`src/hw/rtl/stp_pkg.sv`:
```
// Shared types, widths and constants for the sine table PWM generator.
// Used by every module of the block; depends on nothing else.

package stp_pkg;

   // Table and phase sizing.
   localparam int TABLE_POINTS_MAX = 256;
   localparam int PHASE_BITS       = 12;

   localparam int INDEX_W     = $clog2(TABLE_POINTS_MAX);
   localparam int RES_W       = $clog2(TABLE_POINTS_MAX + 1);
   localparam int AMP_W       = 8;
   localparam int DUTY_W      = 8;
   localparam int TICK_W      = 24;
   localparam int CSR_DATA_W  = 24;
   localparam int CSR_INDEX_W = 2;

   // The phase holds two quadrant bits above the quarter-wave offset.
   localparam int PHASE_W   = PHASE_BITS + 2;
   localparam int QUARTER_W = PHASE_BITS + 1;
   localparam int X_SHIFT   = 16 - PHASE_BITS;
   localparam int DIV_CNT_W = $clog2(PHASE_W + 1);

   // Q16 arithmetic; one is 65536, so values need 17 bits.
   localparam int Q16_FRAC = 16;
   localparam int Q16_W    = 17;

   // Digit-serial multiplier: 17 by 17 bits, four multiplier bits a cycle.
   localparam int MUL_W      = Q16_W;
   localparam int PROD_W     = 2 * MUL_W;
   localparam int DIGIT_W    = 4;
   localparam int MUL_DIGITS = (MUL_W + DIGIT_W - 1) / DIGIT_W;
   localparam int MUL_LO_W   = MUL_DIGITS * DIGIT_W;
   localparam int MUL_CNT_W  = $clog2(MUL_DIGITS + 1);
   localparam int PQ_W       = PROD_W - Q16_FRAC;

   // Level before the final scaling: amplitude times a value up to two in Q16.
   localparam int LEV_W = AMP_W + Q16_W;

   localparam logic [QUARTER_W-1:0] QUARTER_ONE = QUARTER_W'(1 << PHASE_BITS);
   localparam logic [Q16_W-1:0]     Q16_ONE     = Q16_W'(65536);
   localparam logic [Q16_W-1:0]     SIN_A       = Q16_W'(102944);
   localparam logic [Q16_W-1:0]     SIN_B       = Q16_W'(42047);
   localparam logic [Q16_W-1:0]     SIN_C       = Q16_W'(4640);

   localparam logic [RES_W-1:0]  RESET_POINTS    = RES_W'(100);
   localparam logic [AMP_W-1:0]  RESET_AMPLITUDE = AMP_W'(255);
   localparam logic [TICK_W-1:0] RESET_INTERVAL  = TICK_W'(100);

   typedef enum logic [CSR_INDEX_W-1:0] {
      CSR_POINTS    = 2'd0,
      CSR_AMPLITUDE = 2'd1,
      CSR_INTERVAL  = 2'd2
   } csr_index_type;

   typedef struct packed {
      logic               start;
      logic [INDEX_W-1:0] dividend;
      logic [RES_W-1:0]   divisor;
   } div_req_type;

   typedef struct packed {
      logic             start;
      logic [MUL_W-1:0] mcand;
      logic [MUL_W-1:0] mplier;
   } mul_req_type;

   typedef struct packed {
      logic               start;
      logic [INDEX_W-1:0] index;
      logic [RES_W-1:0]   res;
      logic [AMP_W-1:0]   amp;
   } eval_req_type;

   typedef struct packed {
      logic              done;
      logic [DUTY_W-1:0] duty;
   } eval_rsp_type;

endpackage

```
`src/hw/rtl/stp_phase_div.sv`:
```
// Bit-serial phase divider: floor(index * 4 * 2^PHASE_BITS / resolution).
// Depends on stp_pkg.

module stp_phase_div (
   input  logic                          clock,
   input  logic                          reset,
   input  stp_pkg::div_req_type          div_req,
   output logic                          div_done,
   output logic [stp_pkg::PHASE_W-1:0]   quotient
);
   import stp_pkg::*;

   logic [RES_W-1:0]     rem_ff, rem_in;
   logic [RES_W-1:0]     divisor_ff, divisor_in;
   logic [PHASE_W-1:0]   quo_ff, quo_in;
   logic [DIV_CNT_W-1:0] cnt_ff, cnt_in;
   logic                 done_ff;
   logic [RES_W:0]       rem_x2;
   logic                 fits;

   // Since index < resolution, the remainder after the index bits is the
   // index itself; only the appended zero bits need a step each.
   always_comb begin
      rem_x2     = {rem_ff, 1'b0};
      fits       = rem_x2 >= {1'b0, divisor_ff};
      rem_in     = rem_ff;
      divisor_in = divisor_ff;
      quo_in     = quo_ff;
      cnt_in     = cnt_ff;
      if (div_req.start) begin
         rem_in     = RES_W'(div_req.dividend);
         divisor_in = div_req.divisor;
         quo_in     = '0;
         cnt_in     = DIV_CNT_W'(PHASE_W);
      end else if (cnt_ff != '0) begin
         rem_in = fits ? RES_W'(rem_x2 - {1'b0, divisor_ff}) : rem_x2[RES_W-1:0];
         quo_in = {quo_ff[PHASE_W-2:0], fits};
         cnt_in = cnt_ff - DIV_CNT_W'(1);
      end
   end

   always_ff @(posedge clock) begin
      rem_ff     <= rem_in;
      divisor_ff <= divisor_in;
      quo_ff     <= quo_in;
      if (reset) begin
         cnt_ff  <= '0;
         done_ff <= 1'b0;
      end else begin
         cnt_ff  <= cnt_in;
         done_ff <= !div_req.start && (cnt_ff == DIV_CNT_W'(1));
      end
   end

   assign div_done = done_ff;
   assign quotient = quo_ff;

endmodule

```
`src/hw/rtl/stp_serial_mult.sv`:
```
// Digit-serial shift-and-add multiplier, one four-bit multiplier digit a cycle.
// Depends on stp_pkg.

module stp_serial_mult (
   input  logic                         clock,
   input  logic                         reset,
   input  stp_pkg::mul_req_type         mul_req,
   output logic                         mul_done,
   output logic [stp_pkg::PROD_W-1:0]   product
);
   import stp_pkg::*;

   logic [MUL_W-1:0]         mcand_ff, mcand_in;
   logic [MUL_W-1:0]         hi_ff, hi_in;
   logic [MUL_LO_W-1:0]      lo_ff, lo_in;
   logic [MUL_CNT_W-1:0]     cnt_ff, cnt_in;
   logic                     done_ff;
   logic [MUL_W+DIGIT_W-1:0] partial;
   logic [MUL_W+DIGIT_W-1:0] sum;
   logic [MUL_W+MUL_LO_W-1:0] full;

   always_comb begin
      partial  = (MUL_W + DIGIT_W)'(mcand_ff) * (MUL_W + DIGIT_W)'(lo_ff[DIGIT_W-1:0]);
      sum      = (MUL_W + DIGIT_W)'(hi_ff) + partial;
      mcand_in = mcand_ff;
      hi_in    = hi_ff;
      lo_in    = lo_ff;
      cnt_in   = cnt_ff;
      if (mul_req.start) begin
         mcand_in = mul_req.mcand;
         hi_in    = '0;
         lo_in    = MUL_LO_W'(mul_req.mplier);
         cnt_in   = MUL_CNT_W'(MUL_DIGITS);
      end else if (cnt_ff != '0) begin
         // Low digit of the sum drops into the product's low half.
         hi_in  = sum[MUL_W+DIGIT_W-1:DIGIT_W];
         lo_in  = {sum[DIGIT_W-1:0], lo_ff[MUL_LO_W-1:DIGIT_W]};
         cnt_in = cnt_ff - MUL_CNT_W'(1);
      end
   end

   always_ff @(posedge clock) begin
      mcand_ff <= mcand_in;
      hi_ff    <= hi_in;
      lo_ff    <= lo_in;
      if (reset) begin
         cnt_ff  <= '0;
         done_ff <= 1'b0;
      end else begin
         cnt_ff  <= cnt_in;
         done_ff <= !mul_req.start && (cnt_ff == MUL_CNT_W'(1));
      end
   end

   assign full     = {hi_ff, lo_ff};
   assign product  = full[PROD_W-1:0];
   assign mul_done = done_ff;

endmodule

```
`src/hw/rtl/stp_sine_eval.sv`:
```
// Sequencer that turns a point index into a duty value, using the phase
// divider and the shared digit-serial multiplier. Depends on stp_pkg,
// stp_phase_div and stp_serial_mult.

module stp_sine_eval (
   input  logic                  clock,
   input  logic                  reset,
   input  stp_pkg::eval_req_type eval_req,
   output stp_pkg::eval_rsp_type eval_rsp
);
   import stp_pkg::*;

   typedef enum logic [2:0] {
      S_IDLE,
      S_DIV,
      S_XX,
      S_T,
      S_U,
      S_S,
      S_AS
   } state_type;

   state_type          state_ff;
   div_req_type        div_req;
   mul_req_type        mul_req_ff;
   logic               div_done;
   logic [PHASE_W-1:0] quotient;
   logic               mul_done;
   logic [PROD_W-1:0]  product;

   logic [1:0]            quad_ff;
   logic [AMP_W-1:0]      amp_ff;
   logic [Q16_W-1:0]      x_ff;
   logic [Q16_W-1:0]      x2_ff;
   logic                  done_ff;
   logic [DUTY_W-1:0]     duty_ff;

   logic [1:0]            quad;
   logic [PHASE_BITS-1:0] off;
   logic [QUARTER_W-1:0]  k;
   logic [Q16_W-1:0]      x;
   logic [PQ_W-1:0]       prod_q;
   logic [Q16_W-1:0]      t_val;
   logic [Q16_W-1:0]      u_val;
   logic [Q16_W-1:0]      s_val;
   logic [LEV_W-1:0]      lev_base;
   logic [LEV_W-1:0]      lev_sum;

   assign div_req.start    = eval_req.start && (state_ff == S_IDLE);
   assign div_req.dividend = eval_req.index;
   assign div_req.divisor  = eval_req.res;

   stp_phase_div u_div (
      .clock    (clock),
      .reset    (reset),
      .div_req  (div_req),
      .div_done (div_done),
      .quotient (quotient)
   );

   stp_serial_mult u_mult (
      .clock    (clock),
      .reset    (reset),
      .mul_req  (mul_req_ff),
      .mul_done (mul_done),
      .product  (product)
   );

   // Odd quadrants run the quarter wave backwards; the lower half of the
   // period subtracts the sine from the mid level.
   always_comb begin
      quad     = quotient[PHASE_W-1 -: 2];
      off      = quotient[PHASE_BITS-1:0];
      k        = quad[0] ? (QUARTER_ONE - {1'b0, off}) : {1'b0, off};
      x        = Q16_W'(k) << X_SHIFT;
      prod_q   = product[PROD_W-1:Q16_FRAC];
      t_val    = SIN_B - Q16_W'(prod_q);
      u_val    = SIN_A - Q16_W'(prod_q);
      s_val    = (prod_q > PQ_W'(Q16_ONE)) ? Q16_ONE : Q16_W'(prod_q);
      lev_base = LEV_W'(amp_ff) << Q16_FRAC;
      lev_sum  = quad_ff[1] ? (lev_base - product[LEV_W-1:0])
                            : (lev_base + product[LEV_W-1:0]);
   end

   always_ff @(posedge clock) begin
      if (reset) begin
         state_ff         <= S_IDLE;
         mul_req_ff.start <= 1'b0;
         done_ff          <= 1'b0;
      end else begin
         mul_req_ff.start <= 1'b0;
         done_ff          <= 1'b0;
         unique case (state_ff)
            S_IDLE: begin
               if (eval_req.start) begin
                  amp_ff   <= eval_req.amp;
                  state_ff <= S_DIV;
               end
            end
            S_DIV: begin
               if (div_done) begin
                  quad_ff           <= quad;
                  x_ff              <= x;
                  mul_req_ff.start  <= 1'b1;
                  mul_req_ff.mcand  <= x;
                  mul_req_ff.mplier <= x;
                  state_ff          <= S_XX;
               end
            end
            S_XX: begin
               if (mul_done) begin
                  x2_ff             <= Q16_W'(prod_q);
                  mul_req_ff.start  <= 1'b1;
                  mul_req_ff.mcand  <= SIN_C;
                  mul_req_ff.mplier <= Q16_W'(prod_q);
                  state_ff          <= S_T;
               end
            end
            S_T: begin
               if (mul_done) begin
                  mul_req_ff.start  <= 1'b1;
                  mul_req_ff.mcand  <= t_val;
                  mul_req_ff.mplier <= x2_ff;
                  state_ff          <= S_U;
               end
            end
            S_U: begin
               if (mul_done) begin
                  mul_req_ff.start  <= 1'b1;
                  mul_req_ff.mcand  <= u_val;
                  mul_req_ff.mplier <= x_ff;
                  state_ff          <= S_S;
               end
            end
            S_S: begin
               if (mul_done) begin
                  mul_req_ff.start  <= 1'b1;
                  mul_req_ff.mcand  <= s_val;
                  mul_req_ff.mplier <= MUL_W'(amp_ff);
                  state_ff          <= S_AS;
               end
            end
            S_AS: begin
               if (mul_done) begin
                  duty_ff  <= lev_sum[LEV_W-1 -: DUTY_W];
                  done_ff  <= 1'b1;
                  state_ff <= S_IDLE;
               end
            end
            default: state_ff <= S_IDLE;
         endcase
      end
   end

   assign eval_rsp.done = done_ff;
   assign eval_rsp.duty = duty_ff;

endmodule

```
`src/hw/rtl/sine_table_pwm_generator.sv`:
```
// Top level of the sine table PWM generator: register file, tick counter,
// point index and result register. Depends on stp_pkg and stp_sine_eval.
//
// Each req_ word is one step of a microsecond timebase (req_time_step high
// means a microsecond has passed). Ticks are counted since the last output
// point; once the count reaches interval_ticks the block clears it and
// sends one rsp_ word holding the PWM duty for the current point,
// floor(A * (1 + sin(2*pi*i/R)) / 2) with the sine worked in Q16 fixed
// point, together with the point number i, which then advances modulo R.
// A word that emits nothing leaves the block idle, so the next req_ word can
// be taken in the cycle after. A word that emits a point holds req_ready low
// until its point is in the rsp_ register, so no req_ word is taken while a
// point is worked out. The steps run in order: a register starts the
// sequencer; the phase divider loads and then forms one quotient bit a cycle
// for 14 bits; the shared multiplier forms five products one after another,
// each a load, five digits of four bits and a step to pass the product on;
// and the duty moves into the rsp_ register. A finished point waits in the
// rsp_ register without holding up the next req_ word; only when that
// register is still full as the next duty is ready does the block hold
// req_ready low until it drains. Configuration words are taken whenever the
// block is idle, ahead of a req_ word offered in the same cycle. Register 0
// sets points per period from the low nine data bits (1 to 256; any other
// value there is ignored and changes nothing), register 1 the peak amplitude
// and register 2 the interval in ticks. Every effective write restarts both
// the tick count and the point index. With an interval of zero every req_
// word emits a point, whatever its time step.

module sine_table_pwm_generator (
   input  logic                              clock,
   input  logic                              reset,

   input  logic                              req_valid,
   output logic                              req_ready,
   input  logic                              req_time_step,

   output logic                              rsp_valid,
   input  logic                              rsp_ready,
   output logic [stp_pkg::DUTY_W-1:0]        rsp_duty_value,
   output logic [stp_pkg::INDEX_W-1:0]       rsp_point_number,

   input  logic                              csr_valid,
   output logic                              csr_ready,
   input  logic [stp_pkg::CSR_INDEX_W-1:0]   csr_index,
   input  logic [stp_pkg::CSR_DATA_W-1:0]    csr_wdata
);
   import stp_pkg::*;

   typedef enum logic [1:0] {
      ST_IDLE,
      ST_CALC,
      ST_PEND
   } state_type;

   state_type          state_ff;

   // Configuration registers.
   logic [RES_W-1:0]   points_ff;
   logic [AMP_W-1:0]   amp_ff;
   logic [TICK_W-1:0]  interval_ff;

   // Running state.
   logic [TICK_W-1:0]  tick_ff;
   logic [INDEX_W-1:0] index_ff;
   logic [INDEX_W-1:0] calc_index_ff;
   logic               eval_start_ff;

   // Result register.
   logic               rsp_valid_ff;
   logic [DUTY_W-1:0]  rsp_duty_ff;
   logic [INDEX_W-1:0] rsp_num_ff;

   logic [TICK_W-1:0]  tick_in;
   logic               emit;
   logic [RES_W-1:0]   index_inc;
   logic [INDEX_W-1:0] index_in;
   logic [RES_W-1:0]   new_points;
   logic               points_ok;
   logic               slot_free;

   eval_req_type       eval_req;
   eval_rsp_type       eval_rsp;

   assign csr_ready = (state_ff == ST_IDLE);
   assign req_ready = (state_ff == ST_IDLE) && !csr_valid;
   assign slot_free = !rsp_valid_ff || rsp_ready;

   // The tick count wraps at its own width; the comparison is made on every
   // word, so a zero interval emits even when no time has passed.
   always_comb begin
      tick_in    = tick_ff + TICK_W'(req_time_step);
      emit       = tick_in >= interval_ff;
      index_inc  = RES_W'(index_ff) + RES_W'(1);
      index_in   = (index_inc == points_ff) ? '0 : index_inc[INDEX_W-1:0];
      new_points = csr_wdata[RES_W-1:0];
      points_ok  = (new_points != '0) && (new_points <= RES_W'(TABLE_POINTS_MAX));
   end

   assign eval_req.start = eval_start_ff;
   assign eval_req.index = calc_index_ff;
   assign eval_req.res   = points_ff;
   assign eval_req.amp   = amp_ff;

   stp_sine_eval u_eval (
      .clock    (clock),
      .reset    (reset),
      .eval_req (eval_req),
      .eval_rsp (eval_rsp)
   );

   always_ff @(posedge clock) begin
      if (reset) begin
         state_ff      <= ST_IDLE;
         points_ff     <= RESET_POINTS;
         amp_ff        <= RESET_AMPLITUDE;
         interval_ff   <= RESET_INTERVAL;
         tick_ff       <= '0;
         index_ff      <= '0;
         eval_start_ff <= 1'b0;
         rsp_valid_ff  <= 1'b0;
      end else begin
         eval_start_ff <= 1'b0;
         if (rsp_valid_ff && rsp_ready) begin
            rsp_valid_ff <= 1'b0;
         end
         unique case (state_ff)
            ST_IDLE: begin
               if (csr_valid) begin
                  unique case (csr_index)
                     CSR_POINTS: begin
                        if (points_ok) begin
                           points_ff <= new_points;
                           tick_ff   <= '0;
                           index_ff  <= '0;
                        end
                     end
                     CSR_AMPLITUDE: begin
                        amp_ff   <= csr_wdata[AMP_W-1:0];
                        tick_ff  <= '0;
                        index_ff <= '0;
                     end
                     CSR_INTERVAL: begin
                        interval_ff <= csr_wdata[TICK_W-1:0];
                        tick_ff     <= '0;
                        index_ff    <= '0;
                     end
                     default: begin
                     end
                  endcase
               end else if (req_valid) begin
                  if (emit) begin
                     tick_ff       <= '0;
                     calc_index_ff <= index_ff;
                     index_ff      <= index_in;
                     eval_start_ff <= 1'b1;
                     state_ff      <= ST_CALC;
                  end else begin
                     tick_ff <= tick_in;
                  end
               end
            end
            ST_CALC: begin
               if (eval_rsp.done) begin
                  if (slot_free) begin
                     rsp_valid_ff <= 1'b1;
                     rsp_duty_ff  <= eval_rsp.duty;
                     rsp_num_ff   <= calc_index_ff;
                     state_ff     <= ST_IDLE;
                  end else begin
                     state_ff <= ST_PEND;
                  end
               end
            end
            ST_PEND: begin
               // The sequencer holds its duty until it is started again.
               if (slot_free) begin
                  rsp_valid_ff <= 1'b1;
                  rsp_duty_ff  <= eval_rsp.duty;
                  rsp_num_ff   <= calc_index_ff;
                  state_ff     <= ST_IDLE;
               end
            end
            default: state_ff <= ST_IDLE;
         endcase
      end
   end

   assign rsp_valid        = rsp_valid_ff;
   assign rsp_duty_value   = rsp_duty_ff;
   assign rsp_point_number = rsp_num_ff;

endmodule
```
`config.mk`:
```
export PLATFORM = sky130hd
export DESIGN_NAME = sine_table_pwm_generator
export DESIGN_NICKNAME = d
export VERILOG_FILES = /design/src/hw/rtl/stp_pkg.sv /design/src/hw/rtl/stp_phase_div.sv /design/src/hw/rtl/stp_serial_mult.sv /design/src/hw/rtl/stp_sine_eval.sv /design/src/hw/rtl/sine_table_pwm_generator.sv
export SDC_FILE = /design/constraint.sdc
export NUM_CORES = 1
export LEC_CHECK = 0
export ABC_CLOCK_PERIOD_IN_PS = 4700
export BUFFER_PORTS_ARGS = -buffer_cell sky130_fd_sc_hd__buf_2
export CORE_UTILIZATION = 57
export CTS_CLUSTER_SIZE = 12
export DETAILED_ROUTE_END_ITERATION = 6
export MAX_ROUTING_LAYER = met4
export PLACE_DENSITY = 0.87
export SYNTH_ARGS = -nofsm -noshare
export SYNTH_HDL_FRONTEND = slang
export SYNTH_SLANG_ARGS = --single-unit
```
`constraint.sdc`:
```
create_clock -name clock -period 4.7 [get_ports clock]
set_input_delay 0.94 -clock clock [delete_from_list [all_inputs] [get_ports clock]]
set_output_delay 0.94 -clock clock [all_outputs]
set_load 0.005 [all_outputs]
```
==> Yosys cells after proc, flatten, opt, wreduce, memory -nomap -nowiden <==
Cells that the tools add are included.
{ "word_totals": {"out_inout_bits": 19, "regBits": 283} }
{ "op_classes": {"mul": 1, "muxes": 56, "add_sub_neg": 11, "n_eq_ne": 27, "n_reduce_logical": 42, "n_lt_le_gt_ge": 4, "bitwise_logic": 5} }
{ "op_table": {"columns": ["op", "n"], "rows": [
  ["$mux W35", 5],
  ["$pmux W35 S5", 1],
  ["$mux W24", 4],
  ["$mux W8", 11],
  ["$mux W17", 3],
  ["$pmux W24 S2", 1],
  ["$pmux W8 S2", 3],
  ["$mux W3", 9],
  ["$add A24 B25 Y25", 1],
  ["$mux W25", 1],
  ["$sub A24 B25 Y25", 1],
  ["$add A24 B1 Y24", 1],
  ["$ge A24 B24 Y1", 1],
  ["$add A17 B21 Y21", 1],
  ["$mul A17 B4 Y21", 1],
  ["$pmux W3 S7", 1],
  ["$reduce_and A3 Y1", 7],
  ["$ne A2 B2 Y1 const B", 10],
  ["$gt A18 B17 Y1 const B", 1],
  ["$sub A16 B17 Y17 const A", 1],
  ["$sub A17 B17 Y17 const A", 1],
  ["$reduce_and A5 Y1", 3],
  ["$reduce_and A7 Y1", 2],
  ["$mux W13", 1],
  ["other kinds (37)", 75]
]} }

==> Depth between registers and ports, before layout <==
{ "depth": {"word_depth": 6, "mapped_depth": 19, "depth_no_buf": 17} }

==> By module <==
Synthesis repeated with hierarchy kept, for this count alone.
{ "hier_totals": {"cells_unflattened": 1771, "area_unflattened_um2": 17015.1} }
{ "by_module_without_submodules": {"columns": ["mod", "seq_area_each_um2", "n_inst", "cells_each", "area_each_um2"], "rows": [
  ["sine_table_pwm_generator", 2262.2, 1, 593, 5191.2],
  ["stp_sine_eval", 2532.4, 1, 491, 5058.6],
  ["stp_serial_mult", 1501.4, 1, 478, 4765.8],
  ["stp_phase_div", 910.9, 1, 209, 1999.4]
]} }

==> Worst setup path before layout <==
OpenSTA, ideal clock, no wires.
{ "synth_timing": {"path_kind": "input to register", "startpoint": "input port req_time_step", "endpoint": "register calc_index_ff[0] (enable)", "arrival_time_ps": 4692, "path_slack_ps": -377, "setup_time_ps": 385, "stages": 16, "cell_sequence": "ha_1 -> and3_1 -> buf_2 -> nand2_1 -> or2_2 -> buf_2 -> nor4_4 -> and3_1 -> xor2_1 -> ha_1 -> nand4_1 -> nor4_1 -> nand4_1 -> o21ai_0 -> o21ai_0 -> nor3b_1"} }
{ "synth_between": {"elab_chain_cells": 3} }
{ "synth_lines": {"columns": ["element", "line", "source"], "rows": [
  ["start: declaration", "sine_table_pwm_generator.sv:34", "input logic req_time_step,"],
  ["$add A24 B1 Y24", "sine_table_pwm_generator.sv:90", "tick_in = tick_ff + TICK_W'(req_time_step);"],
  ["$ge A24 B24 Y1", "sine_table_pwm_generator.sv:91", "emit = tick_in >= interval_ff;"],
  ["$reduce_and A5 Y1 (no source line)", null, null],
  ["end signal: assignment", "sine_table_pwm_generator.sv:152", "calc_index_ff <= index_ff;"],
  ["end: declaration", "sine_table_pwm_generator.sv:64", "logic [INDEX_W-1:0] calc_index_ff;"]
]} }
Every way passes these cells.
A chain may end at the register's enable or synchronous reset.

==> Worst setup path after layout <==
{ "layout_timing": {"startpoint": "register u_eval.u_mult.lo_ff[1]", "endpoint": "register u_eval.u_mult.hi_ff[13]"} }
{ "layout_between": {"elab_chain_cells": 2} }
{ "layout_lines": {"columns": ["element", "line", "source"], "rows": [
  ["start: declaration", "stp_serial_mult.sv:15", "logic [MUL_LO_W-1:0] lo_ff, lo_in;"],
  ["start signal: assignment", "stp_serial_mult.sv:45", "lo_ff <= lo_in;"],
  ["$mul A17 B4 Y21", "stp_serial_mult.sv:23", "partial = (MUL_W + DIGIT_W)'(mcand_ff) * (MUL_W + DIGIT_W)'(lo_ff[DIGIT_W-1:0]);"],
  ["$add A17 B21 Y21", "stp_serial_mult.sv:24", "sum = (MUL_W + DIGIT_W)'(hi_ff) + partial;"],
  ["end signal: assignment", "stp_serial_mult.sv:44", "hi_ff <= hi_in;"],
  ["end: declaration", "stp_serial_mult.sv:14", "logic [MUL_W-1:0] hi_ff, hi_in;"]
]} }
Every way passes these cells.

==> key figures <==
Outcome
  – Outcome: complete, but fails checks
  – Failing checks: DRC

Floorplan
  – Site Rows: 61
  – Core ar.: 28,010 um^2
  – I/O pins: 51
  – Initial Util: 58.52%
  – Full die area: 29,440 um^2
  – Die height: 171.6 um
  – Die X: 171.6 um

Clocking
  – Bufs on Longest Clock Path: 3
  – Worst skew pair latency: 0.54 ns
  – Clock slew at reported path FFs: 0.06 ns
  – CTS tree: done
  – TritonCTS buffer count: 30
  – Clk root buf: clkbuf_16
  – CTS H-Tree Depth: 1
  – Number of clock sinks: 282

Setup path
  – Reg2reg path depth: 14
  – Endpoint class of the critical path: register
  – Critical Path End: u_eval.u_mult.hi_ff[13]
  – Peak fanout along the critical path: 9
  – Setup crit start kind: register
  – Worst R2R End: u_eval.u_mult.hi_ff[13]
  – Worst path max stage delay: 0.53 ns
  – WP data arrival: 4.83 ns
  – Slowest cell on the critical path: fa_1
  – Top delay family on crit path: adder cells
  – Buf/Inv on CP: 2
  – Flop2flop setup slack: 0.25 ns
  – CP Cell Sequence: buf_2, nand2_1, fa_1, fa_1, fa_1, inv_1, ha_1, a211oi_1, o21ai_1, a21oi_2, o31ai_1, o41ai_1, xor2_1, a211oi_1
  – Most frequent CP cell: fa_1
  – RR Startpoint: u_eval.u_mult.lo_ff[1]
  – CP Class: reg2reg
  – Worst setup path startpoint: u_eval.u_mult.lo_ff[1]
  – WP depth: 14
  – Worst Path Required: 5.08 ns

Layout
  – Final-stage net count: 1,926
  – Ant. Diodes: 0
  – Area Growth Syn to Fin: 10.35%
  – Layout cell share with drive strength beyond 1: 9.347%
  – Fill cell count: 2,102
  – Final design utilization: 64.57%

Route
  – Detailed-router iteration count before antenna repair: 7
  – DRT Wirelength: 38.55 mm
  – Vias: 12.88k
  – DRC errors left: 3
  – Routed Antenna Nets: 0
  – DR iter-0 viols: 1,455
  – Routed vias/inst: 5.979
  – Drt wl/cell: 17.90 um

GRT
  – Tot GR Track Use: 27.75%
  – First-pass GRT wire length: 63.42 mm
  – Total grt overflow: 0
  – Largest net degree at the start of global routing: 52
  – Initial antenna violation count: 0
  – Vias in the first global route: 12.61k

Power
  – Peak VDD IR: 0.6588 mV
  – Static Leakage: 7.290 nW
  – Pwr Density: 702.4 nW/um^2

Synth
  – Post-synth top area share: 28.58%
  – Synth warn: 0
  – Cell taking the most area after synthesis: edfxtp_1
  – Area contributors post-synth: edfxtp_1, dfxtp_1, ha_1
  – Number of synthesized flops with an enable pin: 156
  – Post-Syn Nets: 1,890
  – Gate Count Post-Synth: 1,717
  – Seq/Total Area, Yosys: 43.97%
  – Async set-reset flop share out of synthesis: 0%
  – Syn_area_per_cell: 9.546 um^2
  – Synth unique cells: 71
  – Main flop type after synthesis: edfxtp_1
  – Yosys reg bits: 282
  – Post-Syn Area: 16,390 um^2

STA
  – Final hold violations: 0
  – Period utilization: 94.69%
  – Final critical-path required period: 4.450 ns
  – Endpoints failing setup: 0
  – Worst setup margin: 0.2498 ns
  – Max-slew headroom: 18.25%
  – Fin Hold WS: 0.4206 ns
  – Fmax: 224.7 MHz
  – RSZ-0062 raised after global routing: false
  – Slew Viols, Final: 0
  – TNS Setup: 0 ns
  – Slew @ Worst Pin: 1.224 ns
  – Clk_skew: 0.008945 ns

Placement
  – I/O Buffers: 50
  – Pre-CTS worst setup slack: -0.1165 ns
  – Routability-driven placement congestion ratio: 0.9677
  – Post-DP HPWL: 27.52 mm

Hold path
  – Hold path startpoint: u_eval.mul_req_ff[17]
  – Hold Path Class: reg2reg

Flow run
  – Max-cap viol count: 0
## layout make-up
class	instances	area [um^2]	share of cell area, %
inverters	145	544.3	3.009
repair buffers	87	523.0	2.892
well taps	378	473.0	2.615
clock inverters	8	90.09	0.4981
multi-input cells	1207	8372	46.29
flip-flops and latches	282	7208	39.85
clock buffers	47	877.1	4.849
## routing by layer
layer / up-vias / global-route usage, % / part of all wire (%) / routed length, um
li1: 6056 / - / - / -
met1: 6168 / 35.05 / 41 / 15810
met2: 568 / 46.65 / 49 / 18790
met3: 86 / 3.060 / 7.2 / 2772
met4: 0 / 8.967 / 3.0 / 1175
met5: - / - / 0 / 0
## logic make-up (layout without fill, tap and decap cells)
kind of cell	count (synthesis)	count (layout)	synth area share (%)
AO/OA/AOI/OAI	362	362	13.66
multiplexers	34	34	2.183
flip-flops	282	282	43.97
buffers and inverters	228	287	5.298
adder cells (fa/ha/maj)	141	141	12.96
XOR/XNOR	78	78	4.168
AND/OR/NAND/NOR	592	592	17.76
## sequential cells by signal, summed over array words and instances, names as in the netlist, 8 cells and up
signal                   flops
u_eval.amp_ff                8
points_ff                    9
u_eval.mul_req_ff           35
u_eval.u_mult.hi_ff         17
u_eval.x_ff                 13
u_eval.u_div.quotient       14
u_eval.u_mult.mcand_ff      17
rsp_duty_value               8
rsp_point_number             8
u_eval.u_mult.lo_ff         20
u_eval.duty_ff               8
u_eval.x2_ff                17
u_eval.u_div.rem_ff          9
amp_ff                       8
interval_ff                 24
calc_index_ff                8
u_eval.u_div.divisor_ff      9
tick_ff                     24
index_ff                     8
## power breakdown
part | total (mW) | internal [mW] | leakage, nW | switching (mW)
registers | 3.51 | 3.08 | 2.49 | 0.440
clock network | 2.31 | 1.38 | 0.467 | 0.925
logic | 6.88 | 2.88 | 4.34 | 4.01
## Yosys cell counts (all sizes together) (16+ instances only)
library cell	n
nand2	230
edfxtp	156
a21oi	152
inv	144
dfxtp	126
nor2	96
ha	93
o21ai	79
clkbuf	71
and2	64
fa	48
xnor2	48
nor3	35
nand3	34
xor2	30
nand3b	23
mux2i	20
nor2b	19
a222oi	16
and3	16
## placed cells by master, fill, tap and decap left out, types with 7 or more instances in the layout
| master | count |
|---|---|
| a211o_1 | 7 |
| a211oi_1 | 10 |
| a21o_1 | 13 |
| a21oi_1 | 150 |
| a222oi_1 | 16 |
| a22oi_1 | 12 |
| a31oi_1 | 10 |
| and2_1 | 64 |
| and3_1 | 16 |
| buf_2 | 52 |
| buf_4 | 35 |
| clkbuf_1 | 13 |
| clkbuf_16 | 32 |
| dfxtp_1 | 125 |
| edfxtp_1 | 156 |
| fa_1 | 48 |
| ha_1 | 93 |
| inv_1 | 144 |
| mux2_2 | 14 |
| mux2i_1 | 20 |
| nand2_1 | 230 |
| nand2b_1 | 9 |
| nand3_1 | 34 |
| nand3b_1 | 23 |
| nand4_1 | 12 |
| nor2_1 | 95 |
| nor2b_1 | 19 |
| nor3_1 | 33 |
| nor4_1 | 9 |
| o211ai_1 | 7 |
| o21ai_0 | 71 |
| o21ai_1 | 8 |
| o21bai_1 | 9 |
| o31ai_1 | 9 |
| or3_1 | 14 |
| xnor2_1 | 48 |
| xor2_1 | 30 |
## per-stage QoR
step	area [um^2]	std cells	power, mW
2_1_floorplan	16400	1717	8.533
3_3_place_gp	17030	2089	9.738
3_5_place_dp	17030	2089	10.01
4_1_cts	18000	2144	12.42
5_1_grt	18090	2154	13.70
6_report	18090	2154	12.70
## timing repair
| item | 4_1_cts | 5_1_grt |
|---|---|---|
| setup buffers | 0 | 10 |
| resized for setup | 0 | 8 |
| endpoints found under the setup margin | 0 | 9 |
| hold buffers | 0 | 0 |
## worst register-to-register path: stages, from the launching register on
cell and delay, ns:
edfxtp_1 0.49, buf_2 0.25, nand2_1 0.09, fa_1 0.46, fa_1 0.53, fa_1 0.52
inv_1 0.05, ha_1 0.35, a211oi_1 0.30, o21ai_1 0.21, a21oi_2 0.24, o31ai_1 0.13
o41ai_1 0.34, xor2_1 0.22, a211oi_1 0.09
## worst min-delay path by stage
stage                                            to  slack, ns  cells after the start
final                     u_eval.u_mult.mcand_ff[0]       0.42                      0
after global routing              rsp_duty_value[0]       0.43                      0
after CTS                 u_eval.u_mult.mcand_ff[1]       0.42                      0
after detailed placement  u_eval.u_mult.mcand_ff[0]       0.40                      0
after global placement    u_eval.u_mult.mcand_ff[3]       0.40                      0
after floorplan                   rsp_duty_value[0]       0.40                      0
(Power assumes the default switching activity.)
